[src/sv/jsu_pkg.sv]
// Shared types and constants for the JSON string unescaper.
package jsu_pkg;

  // Status codes carried with every result.
  localparam logic [1:0] ST_RUN  = 2'd0;
  localparam logic [1:0] ST_DONE = 2'd1;
  localparam logic [1:0] ST_ERR  = 2'd2;

  // Most result bytes that one input byte can cause.
  localparam int unsigned MAX_RES = 4;

  typedef enum logic [2:0] {
    M_IDLE    = 3'd0,
    M_STR     = 3'd1,
    M_ESC     = 3'd2,
    M_HEX1    = 3'd3,
    M_WAIT_BS = 3'd4,
    M_WAIT_U  = 3'd5,
    M_HEX2    = 3'd6
  } mode_t;

  // Group of results produced by one input byte.
  typedef struct packed {
    logic [2:0]                 cnt;    // number of results, 1 to 4
    logic [MAX_RES-1:0][7:0]    bytes;  // bytes[0] goes out first
    logic                       dv;     // results carry decoded bytes
    logic [1:0]                 status;
  } res_t;

endpackage

[src/sv/jsu_decode.sv]
// Escape decoder: parse state and the result group for the current byte.
module jsu_decode (
  input  logic          clk,
  input  logic          rst_n,
  input  logic [7:0]    in_byte,
  input  logic          accept,
  output jsu_pkg::res_t res
);
  import jsu_pkg::*;

  localparam logic [7:0] CH_QUOTE = 8'h22;
  localparam logic [7:0] CH_BSL   = 8'h5c;
  localparam logic [7:0] CH_SLASH = 8'h2f;
  localparam logic [7:0] CH_U     = 8'h75;
  localparam logic [7:0] CH_SPACE = 8'h20;
  localparam logic [5:0] HI_SUR   = 6'b110110;
  localparam logic [5:0] LO_SUR   = 6'b110111;
  localparam logic [20:0] SUPP_BASE = 21'h10000;

  mode_t       mode_r, mode_nxt;
  logic [15:0] hex_r, hex_nxt;
  logic [9:0]  high_r, high_nxt;
  logic [1:0]  cnt_r, cnt_nxt;

  logic [3:0]  hex_d;
  logic        hex_ok;
  logic [15:0] hex_full;
  logic        quad_end;
  logic        hi_rng;
  logic        lo_rng;
  logic        esc_ok;
  logic [7:0]  esc_val;
  logic        err;
  logic [20:0] cp;
  logic        do_enc;

  // Hex digit value of the incoming byte.
  always_comb begin
    hex_d  = 4'd0;
    hex_ok = 1'b1;
    if (in_byte >= 8'h30 && in_byte <= 8'h39) begin
      hex_d = 4'(in_byte - 8'h30);
    end else if (in_byte >= 8'h61 && in_byte <= 8'h66) begin
      hex_d = 4'(in_byte - 8'h57);
    end else if (in_byte >= 8'h41 && in_byte <= 8'h46) begin
      hex_d = 4'(in_byte - 8'h37);
    end else begin
      hex_ok = 1'b0;
    end
  end

  assign hex_full = {hex_r[11:0], hex_d};
  assign quad_end = (cnt_r == 2'd3);
  assign hi_rng   = (hex_full[15:10] == HI_SUR);
  assign lo_rng   = (hex_full[15:10] == LO_SUR);

  // Single-byte escapes.
  always_comb begin
    esc_ok  = 1'b1;
    esc_val = in_byte;
    case (in_byte)
      CH_QUOTE, CH_BSL, CH_SLASH: esc_val = in_byte;
      8'h62:   esc_val = 8'h08;
      8'h66:   esc_val = 8'h0c;
      8'h6e:   esc_val = 8'h0a;
      8'h72:   esc_val = 8'h0d;
      8'h74:   esc_val = 8'h09;
      default: esc_ok = 1'b0;
    endcase
  end

  // Syntax errors for every parse state.
  always_comb begin
    case (mode_r)
      M_IDLE:    err = 1'b0;
      M_STR:     err = (in_byte != CH_QUOTE) && (in_byte < CH_SPACE);
      M_ESC:     err = !esc_ok && (in_byte != CH_U);
      M_HEX1:    err = !hex_ok || (quad_end && lo_rng);
      M_HEX2:    err = !hex_ok || (quad_end && !lo_rng);
      M_WAIT_BS: err = (in_byte != CH_BSL);
      M_WAIT_U:  err = (in_byte != CH_U);
      default:   err = 1'b1;
    endcase
  end

  // Next state.
  always_comb begin
    mode_nxt = mode_r;
    hex_nxt  = hex_r;
    high_nxt = high_r;
    cnt_nxt  = cnt_r;
    case (mode_r)
      M_IDLE: begin
        if (in_byte == CH_QUOTE) mode_nxt = M_STR;
      end
      M_STR: begin
        if (in_byte == CH_QUOTE) begin
          mode_nxt = M_IDLE;
        end else if (in_byte == CH_BSL) begin
          mode_nxt = M_ESC;
        end
      end
      M_ESC: begin
        if (esc_ok) begin
          mode_nxt = M_STR;
        end else if (in_byte == CH_U) begin
          hex_nxt  = 16'd0;
          cnt_nxt  = 2'd0;
          mode_nxt = M_HEX1;
        end
      end
      M_HEX1, M_HEX2: begin
        if (hex_ok) begin
          hex_nxt = hex_full;
          cnt_nxt = cnt_r + 2'd1;
          if (quad_end) begin
            if (mode_r == M_HEX1 && hi_rng) begin
              high_nxt = hex_full[9:0];
              mode_nxt = M_WAIT_BS;
            end else begin
              mode_nxt = M_STR;
            end
          end
        end
      end
      M_WAIT_BS: mode_nxt = M_WAIT_U;
      M_WAIT_U: begin
        hex_nxt  = 16'd0;
        cnt_nxt  = 2'd0;
        mode_nxt = M_HEX2;
      end
      default: mode_nxt = M_IDLE;
    endcase
    if (err) mode_nxt = M_IDLE;
  end

  always_ff @(posedge clk) begin
    if (!rst_n) begin
      mode_r <= M_IDLE;
      hex_r  <= 16'd0;
      high_r <= 10'd0;
      cnt_r  <= 2'd0;
    end else if (accept) begin
      mode_r <= mode_nxt;
      hex_r  <= hex_nxt;
      high_r <= high_nxt;
      cnt_r  <= cnt_nxt;
    end
  end

  // Code point of a completed quad, or of a completed surrogate pair.
  assign cp     = (mode_r == M_HEX2) ? SUPP_BASE + {1'b0, high_r, hex_full[9:0]}
                                     : {5'd0, hex_full};
  assign do_enc = quad_end && ((mode_r == M_HEX2) || (mode_r == M_HEX1 && !hi_rng));

  // Result group.
  always_comb begin
    res        = '0;
    res.cnt    = 3'd1;
    res.status = ST_RUN;
    if (err) begin
      res.status = ST_ERR;
    end else begin
      case (mode_r)
        M_STR: begin
          if (in_byte == CH_QUOTE) begin
            res.status = ST_DONE;
          end else if (in_byte != CH_BSL) begin
            res.dv       = 1'b1;
            res.bytes[0] = in_byte;
          end
        end
        M_ESC: begin
          if (esc_ok) begin
            res.dv       = 1'b1;
            res.bytes[0] = esc_val;
          end
        end
        M_HEX1, M_HEX2: begin
          if (do_enc) begin
            res.dv = 1'b1;
            if (cp <= 21'h7f) begin
              res.bytes[0] = cp[7:0];
            end else if (cp <= 21'h7ff) begin
              res.cnt      = 3'd2;
              res.bytes[0] = {3'b110, cp[10:6]};
              res.bytes[1] = {2'b10, cp[5:0]};
            end else if (cp <= 21'hffff) begin
              res.cnt      = 3'd3;
              res.bytes[0] = {4'b1110, cp[15:12]};
              res.bytes[1] = {2'b10, cp[11:6]};
              res.bytes[2] = {2'b10, cp[5:0]};
            end else begin
              res.cnt      = 3'd4;
              res.bytes[0] = {5'b11110, cp[20:18]};
              res.bytes[1] = {2'b10, cp[17:12]};
              res.bytes[2] = {2'b10, cp[11:6]};
              res.bytes[3] = {2'b10, cp[5:0]};
            end
          end
        end
        default: ;
      endcase
    end
  end

endmodule

[src/sv/json_string_unescape_utf8.sv]
// The first result of an input byte is offered in the cycle after its transfer.
// Throughput: one input byte per cycle while each byte gives one result and out_tready
// is high; a byte that decodes to N UTF-8 bytes holds the result register until the
// single output port drains the result group, one byte a cycle while out_tready is high.
// Reset (synchronous, active low) returns the parser to idle and empties the output.
module json_string_unescape_utf8 (
  input  logic       clk,
  input  logic       rst_n,
  input  logic       in_tvalid,
  output logic       in_tready,
  input  logic [7:0] in_tdata,   // [7:0] in_byte
  output logic       out_tvalid,
  input  logic       out_tready,
  output logic [7:0] out_tdata,  // [7:0] out_byte
  output logic [2:0] out_tuser,  // [0] out_valid, [2:1] status
  output logic       out_tlast
);
  import jsu_pkg::*;

  res_t       dec_res;
  res_t       res_r;
  logic       full_r;
  logic [1:0] idx_r;
  logic       in_xfer;
  logic       out_xfer;
  logic       at_last;

  assign at_last   = ({1'b0, idx_r} == (res_r.cnt - 3'd1));
  assign in_xfer   = in_tvalid && in_tready;
  assign out_xfer  = out_tvalid && out_tready;
  assign in_tready = !full_r || (out_tready && at_last);

  jsu_decode u_decode (
    .clk     (clk),
    .rst_n   (rst_n),
    .in_byte (in_tdata),
    .accept  (in_xfer),
    .res     (dec_res)
  );

  always_ff @(posedge clk) begin
    if (!rst_n) begin
      full_r <= 1'b0;
      idx_r  <= 2'd0;
    end else if (in_xfer) begin
      full_r <= 1'b1;
      idx_r  <= 2'd0;
    end else if (out_xfer) begin
      if (at_last) begin
        full_r <= 1'b0;
      end else begin
        idx_r <= idx_r + 2'd1;
      end
    end
  end

  always_ff @(posedge clk) begin
    if (in_xfer) res_r <= dec_res;
  end

  assign out_tvalid = full_r;
  assign out_tdata  = res_r.bytes[idx_r];
  assign out_tuser  = {res_r.status, res_r.dv};
  assign out_tlast  = at_last;

  // A new group only replaces one whose final byte leaves in the same cycle.
  a_no_overwrite: assert property (@(posedge clk) disable iff (!rst_n)
    in_xfer |-> (!out_tvalid || (out_tready && out_tlast)))
    else $error("result group overwritten before it drained");

  a_cnt_range: assert property (@(posedge clk) disable iff (!rst_n)
    full_r |-> (res_r.cnt != 3'd0 && res_r.cnt <= 3'd4))
    else $error("result count out of range");

  // Completion and error reports never come with decoded data.
  a_status_single: assert property (@(posedge clk) disable iff (!rst_n)
    (full_r && res_r.status != ST_RUN) |-> (res_r.cnt == 3'd1 && !res_r.dv))
    else $error("status report carries data");

  a_zero_when_empty: assert property (@(posedge clk) disable iff (!rst_n)
    (out_tvalid && !out_tuser[0]) |-> (out_tdata == 8'd0))
    else $error("nonzero byte on a result without data");

  a_drain: assert property (@(posedge clk) disable iff (!rst_n)
    (out_xfer && out_tlast && !in_tvalid) |=> !out_tvalid)
    else $error("output still valid after the final transfer");

endmodule
[config.mk]
export PLATFORM = sky130hd
export DESIGN_NAME = json_string_unescape_utf8
export DESIGN_NICKNAME = d
export VERILOG_FILES = /design/src/sv/jsu_pkg.sv /design/src/sv/jsu_decode.sv /design/src/sv/json_string_unescape_utf8.sv
export SDC_FILE = /design/constraint.sdc
export NUM_CORES = 1
export LEC_CHECK = 0
export BUFFER_PORTS_ARGS = -buffer_cell sky130_fd_sc_hd__buf_4
export CORE_UTILIZATION = 55
export CTS_CLUSTER_SIZE = 16
export DETAILED_ROUTE_END_ITERATION = 8
export PLACE_DENSITY = 0.76
export SETUP_SLACK_MARGIN = 0.1
export SKIP_CTS_REPAIR_TIMING = 1
export SLEW_MARGIN = 25
export SYNTH_ARGS = -nofsm -noshare
export SYNTH_HDL_FRONTEND = slang
export SYNTH_SLANG_ARGS = --single-unit
[constraint.sdc]
create_clock -name clk -period 3 [get_ports clk]
set_input_delay 0.45 -clock clk [delete_from_list [all_inputs] [get_ports clk]]
set_output_delay 0.45 -clock clk [all_outputs]
set_load 0.01 [all_outputs]
Word-level counts from Yosys, hierarchy flattened
Cells that the tools add are included.

cells by class
  magnitude comparators = 11
  bitwise operators = 5
  muxes and demuxes = 45
  add/sub/neg operators = 7
  reduce and logical (&&, ||, !) cells = 38
  eq/ne operators = 30

operators with widths
  cell                                                               number
  equality test 8 x 7 -> 1 bit, second input constant                7
  case mux 8 bit (5 select lines)                                    1
  2-to-1 mux 12 bit                                                  3
  2-to-1 mux 9 bit                                                   4
  case mux 12 bit (3 select lines)                                   1
  2-to-1 mux 3 bit                                                   11
  case mux 9 bit (3 select lines)                                    1
  2-to-1 mux 8 bit                                                   3
  2-to-1 mux 22 bit                                                  1
  adder 17 x 20 -> 21 bit, first input constant                      1
  less-or-equal comparator 21 x 11 -> 1 bit, second input constant   1
  less-or-equal comparator 21 x 16 -> 1 bit, second input constant   1
  less-or-equal comparator 21 x 7 -> 1 bit, second input constant    1
  2-to-1 mux 21 bit                                                  1
  case mux 3 bit (6 select lines)                                    1
  binary-select mux 8 bit (select 2 bit)                             1
  equality test 8 x 6 -> 1 bit, second input constant                2
  greater-or-equal comparator 8 x 7 -> 1 bit, second input constant  2
  less-or-equal comparator 8 x 7 -> 1 bit, second input constant     2
  2-to-1 mux 16 bit                                                  1
  != test 8 x 7 -> 1 bit, second input constant                      2
  logical AND 1 bit                                                  13
  equality test 6 bit, second input constant                         2
  2-to-1 mux 4 bit                                                   3
  36 further kinds                                                   70

storage, ports and cells
  logic and storage cells = 153
  bits in registers = 68
  input bits = 12
  output and inout bits = 14

Depth between registers and ports, before layout
  depth after elaboration = 13
  gate-level depth with buffers = 10
  depth with buffers taken out = 9

Modules after synthesis
Synthesis repeated with hierarchy kept, for this count alone.

second synthesis, totals
  cells, all modules = 490
  area, all modules = 4566.9 um2

by module, submodules not included
  module                     instances  cells each  area an instance (um2)  seq. area each (um2)
  jsu_decode                 1          415         3012.9                  540.5
  json_string_unescape_utf8  1          75          1554.0                  1201.2

Least setup slack after synthesis
OpenSTA, ideal clock, no wires.

  path kind = input port to flip-flop
  start = in in_tdata[0]
  end = reg u_decode.hex_r[0]
  data arrival time = 2.632 ns
  library setup time = 0.072 ns
  slack = 0.296 ns
  required time = 2.928 ns
  cell stages on the path = 10
  buffers on the path = 2
  cell sequence = clkbuf_1 -> inv_1 -> ha_1 -> a21bo_2 -> o221a_2 -> nor2_1 -> a21oi_1 -> a311oi_2 -> buf_6 -> mux2i_1

between the ends
  longest elaborated chain between the ends = 7
  elaborated cells between the ends (all ways) = 35
  those cells by class = add/sub (3); order compare (6); eq/ne (12); mux (9); reduce/logical (5)

ends and longest elaborated chain
  what                                                                                                          line                             source
  start: declaration                                                                                            json_string_unescape_utf8.sv:11  input logic [7:0] in_tdata,
  greater-or-equal comparator 8 x 7 -> 1 bit / less-or-equal comparator 8 x 7 -> 1 bit (equally long branches)  jsu_decode.sv:45                 end else if (in_byte >= 8'h41 && in_byte <= 8'h46) begin
  logical AND 1 bit                                                                                             jsu_decode.sv:45
  2-to-1 mux 1 bit / 2-to-1 mux 4 bit (equally long branches)                                                   jsu_decode.sv:45
  2-to-1 mux 1 bit / 2-to-1 mux 4 bit (equally long branches)                                                   jsu_decode.sv:43                 end else if (in_byte >= 8'h61 && in_byte <= 8'h66) begin
  2-to-1 mux 1 bit / 2-to-1 mux 4 bit (equally long branches)                                                   jsu_decode.sv:41                 if (in_byte >= 8'h30 && in_byte <= 8'h39) begin
  != test 2 x 1 -> 1 bit (no source line) / 2-to-1 mux 12 bit (equally long branches)                           -
  AND reduction 5 bit (no source line) / case mux 12 bit (3 select lines) (equally long branches)               -
  end signal: assignment                                                                                        jsu_decode.sv:145                hex_r <= hex_nxt;
  end: declaration                                                                                              jsu_decode.sv:21                 logic [15:0] hex_r, hex_nxt;

Parallel ways exist; a longest one is shown, timed or not. The select of a mux whose other input is x is not followed.
A chain may end at the register's enable or synchronous reset.

Worst setup path after layout
  start = reg u_decode.high_r[6]
  end = reg res_r[11] in the netlist's numbering (data pin)

between the ends
  longest elaborated chain between the ends = 5
  elaborated cells between the ends (all ways) = 8
  those cells by class = add/sub (1); order compare (3); mux (3); reduce/logical (1)

ends and longest elaborated chain
  what                                       line                             source
  start: declaration                         jsu_decode.sv:22                 logic [9:0] high_r, high_nxt;
  start signal: assignment                   jsu_decode.sv:146                high_r <= high_nxt;
  adder 17 x 20 -> 21 bit *                  jsu_decode.sv:152                assign cp = (mode_r == M_HEX2) ? SUPP_BASE + {1'b0, high_r, hex_full[9:0]}
  2-to-1 mux 21 bit *                        jsu_decode.sv:152
  less-or-equal comparator 21 x 16 -> 1 bit  jsu_decode.sv:188                end else if (cp <= 21'hffff) begin
  2-to-1 mux 22 bit                          jsu_decode.sv:188
  2-to-1 mux 16 bit                          jsu_decode.sv:184                end else if (cp <= 21'h7ff) begin
  end signal: assignment                     json_string_unescape_utf8.sv:58  if (in_xfer) res_r <= dec_res;
  end: declaration                           json_string_unescape_utf8.sv:21  res_t res_r;

Mark *: on every way between the ends. The rest lies on a longest branch, timed or not.

==> results.md <==
- Status: finished clean
- VDD IR max: 0.000361 V
- Fillers: 625
- Ys flop type: edfxtp_1
- Vias per Instance: about 6.1
- Final slew viol count: 0
- Sink Count: 64
- Startpoint types: flop
- Setup TNS: 0 ps
- First-pass GRT wire length: 16,300 um
- Crit. End Element: flop
- Die Area: roughly 7800 um2
- Leak pwr: 1.67 nW
- Sequential-to-total area share from yosys stat: 0.398
- Routability Congestion: approximately 0.94
- Final Hold Fails: 0
- Skew final: approximately 10 ps
- MaxCap Viol Count: 0
- Data arrival time at the worst-slack endpoint: 2800 ps
- Min Tclk post-route: between 2000 and 3000 ps
- Row count: 31
- H-tree levels: 3
- Via count: ~3.6k
- Global route total overflow: 0
- Largest cells by area after synthesis: edfxtp_1 (25%), dfxtp_1 (15%), mux2i_1 (6.1%)
- Seq cells post-synth: 64
- Max Buffers Root-to-Sink: 2
- FFs w/ async S/R, synth: 0
- Largest net degree at the start of global routing: 36
- Worst slew pin tran: about 800 ps
- Root Driver: clkbuf_8
- Final Cycle Share: 0.895
- Area fraction of the dominant cell type after synthesis: 0.251
- DRC Markers: 0
- TritonCTS buffer count: 9
- Wire per inst: 17.8 um
- CTS clock-pin slew for the worst setup and hold paths: approximately 80 ps
- Layout Nets: 496
- Height of the die: approximately 88 um
- Starting Density: 0.565
- Port-buffer cells: 25
- Drt pass-1 iters: 5
- GRT Overall Usage: 0.281
- Design Area, Final: between 4000 and 5000 um2
- CTS tree: done
- Vias in the first global route: about 3.3k
- Wire length on met2: about 4800 um
- Area grow syn2layout: 12.7%
- Hold crit path type: in2reg
- Hpwl dp: 7390 um
- Syn_nets: approximately 470
- DRT iter0 DRCs: about 320
- Power Dens Cells: ~400 nW/um2
- Initial antenna violation count: 0
- Post-DP Area: between 4000 and 5000 um2
- Final antenna-violating net count: 0
- IO Count: 26
- Die X: a little under 90 um
- Clk_lat worst skew: about 350 ps
- Mapped Avg Cell Area: ~9 um2
- FF/Latch Area: ~1600 um2
- Post-Syn Area: 4070 um2
- Uppermost layer routed: met4
- Hold WS: 383 ps
- Rel. slew slack: 0.467
- Distinct cell type count after synthesis: between 60 and 70
- Most frequent cell after synthesis: nand2_1
- Met1 wire length: 4570 um
- Layout cells sized above 1: 0.183
- Critical Path Fanout Max: 17
- Detailed Route WL: 10,400 um
- Met3 wire len: 793 um
- Max Clock Freq: 372 MHz
- Final Setup Violations: 0
- CP Class: reg2reg
- Post-synth EDFFs: 34
- Commonest cells post-synth: nand2_1 (57), nor2_1 (45), edfxtp_1 (34)
- Total number of yosys warnings: 0
- CORE AREA: ~7200 um2
- Worst EP required: approximately 3100 ps
- RSZ-0062 raised after global routing: no
- Most area-hungry cell type in the Yosys netlist: edfxtp_1
- Ant diodes: 0
- Multi-input logic area: roughly 2200 um2
- Total power: 0.00189 W
- Mapped Cells: between 400 and 500
==> where the power goes <==
group          switching [W]  internal [W]  total (W)
clock network       0.000372      0.000390   0.000763
logic              0.0000961     0.0000676   0.000164
registers          0.0000112      0.000951   0.000962
==> cell usage in the layout, fill, tap and decap left out, drive strengths merged, types with 6 or more instances in the layout <==
cell    count
edfxtp     34
nor4        8
ha          7
inv        19
a31oi       7
mux2i      25
nand3      13
nand2      57
clkbuf      9
and3        6
nor2       46
mux4        7
nor3       18
nand3b      6
buf        45
o21ai      17
a211oi      9
nand2b      8
dfxtp      30
a21oi      34
==> critical path, cell delays in order, from the launching register on <==
cell and delay [ps]:
dfxtp_1 360, ha_1 270, or2_2 330, a211oi_1 570, nand2b_1 610, nor2_1 110
a21oi_1 140, nor2_1 50
==> registers in the layout (all words and copies together), names as in the netlist <==
signal           count
u_decode.cnt_r       2
idx_r                2
out_tuser            3
u_decode.hex_r      12
out_tvalid           1
u_decode.high_r     10
u_decode.mode_r      3
res_r               31
==> stage by stage <==
stage	utilization	instances	setup WS, ps
after floorplan	-	449	296
after global placement	0.608	565	230
after detailed placement	0.608	565	137
after CTS	0.636	581	371
after global routing	0.636	581	178
final	0.636	581	314
==> final cells by class <==
class	instances	area share
inverters	17	0.0139
well taps	99	0.0270
repair buffers	45	0.0736
flip-flops and latches	64	0.353
clock buffers	9	0.0270
clock inverters	7	0.0172
multi-input cells	340	0.488
==> kinds of logic (layout without fill, tap and decap cells) <==
kind of cell | Yosys count | in the layout | synth area share
AOI/OAI and AO/OA | 99 | 99 | 0.162
xor gates and xnor gates | 7 | 7 | 0.0151
adders and majority gates | 7 | 7 | 0.0215
buffers and inverters | 45 | 78 | 0.0522
DFF | 64 | 64 | 0.398
muxes | 36 | 36 | 0.111
and+or+nand+nor | 191 | 191 | 0.240
==> path summary, 6_finish.rpt <==
kind                           start                 to  slack [ps]  cells after the start
setup / recovery  u_decode.high_r[6]          res_r[11]         310                      7
hold / removal             in_tvalid         out_tvalid         380                      3
setup reg to reg  u_decode.high_r[6]          res_r[11]         310                      7
hold reg to reg    u_decode.cnt_r[1]  u_decode.cnt_r[1]         460                      2
==> metal layers <==
metal / vias up / GRT usage
li1: 1717 / -
met1: 1692 / 0.385
met2: 147 / 0.440
met3: 16 / 0.0490
met4: 0 / 0.119
met5: - / 0
Note: power is estimated with default switching activity, not from simulation.
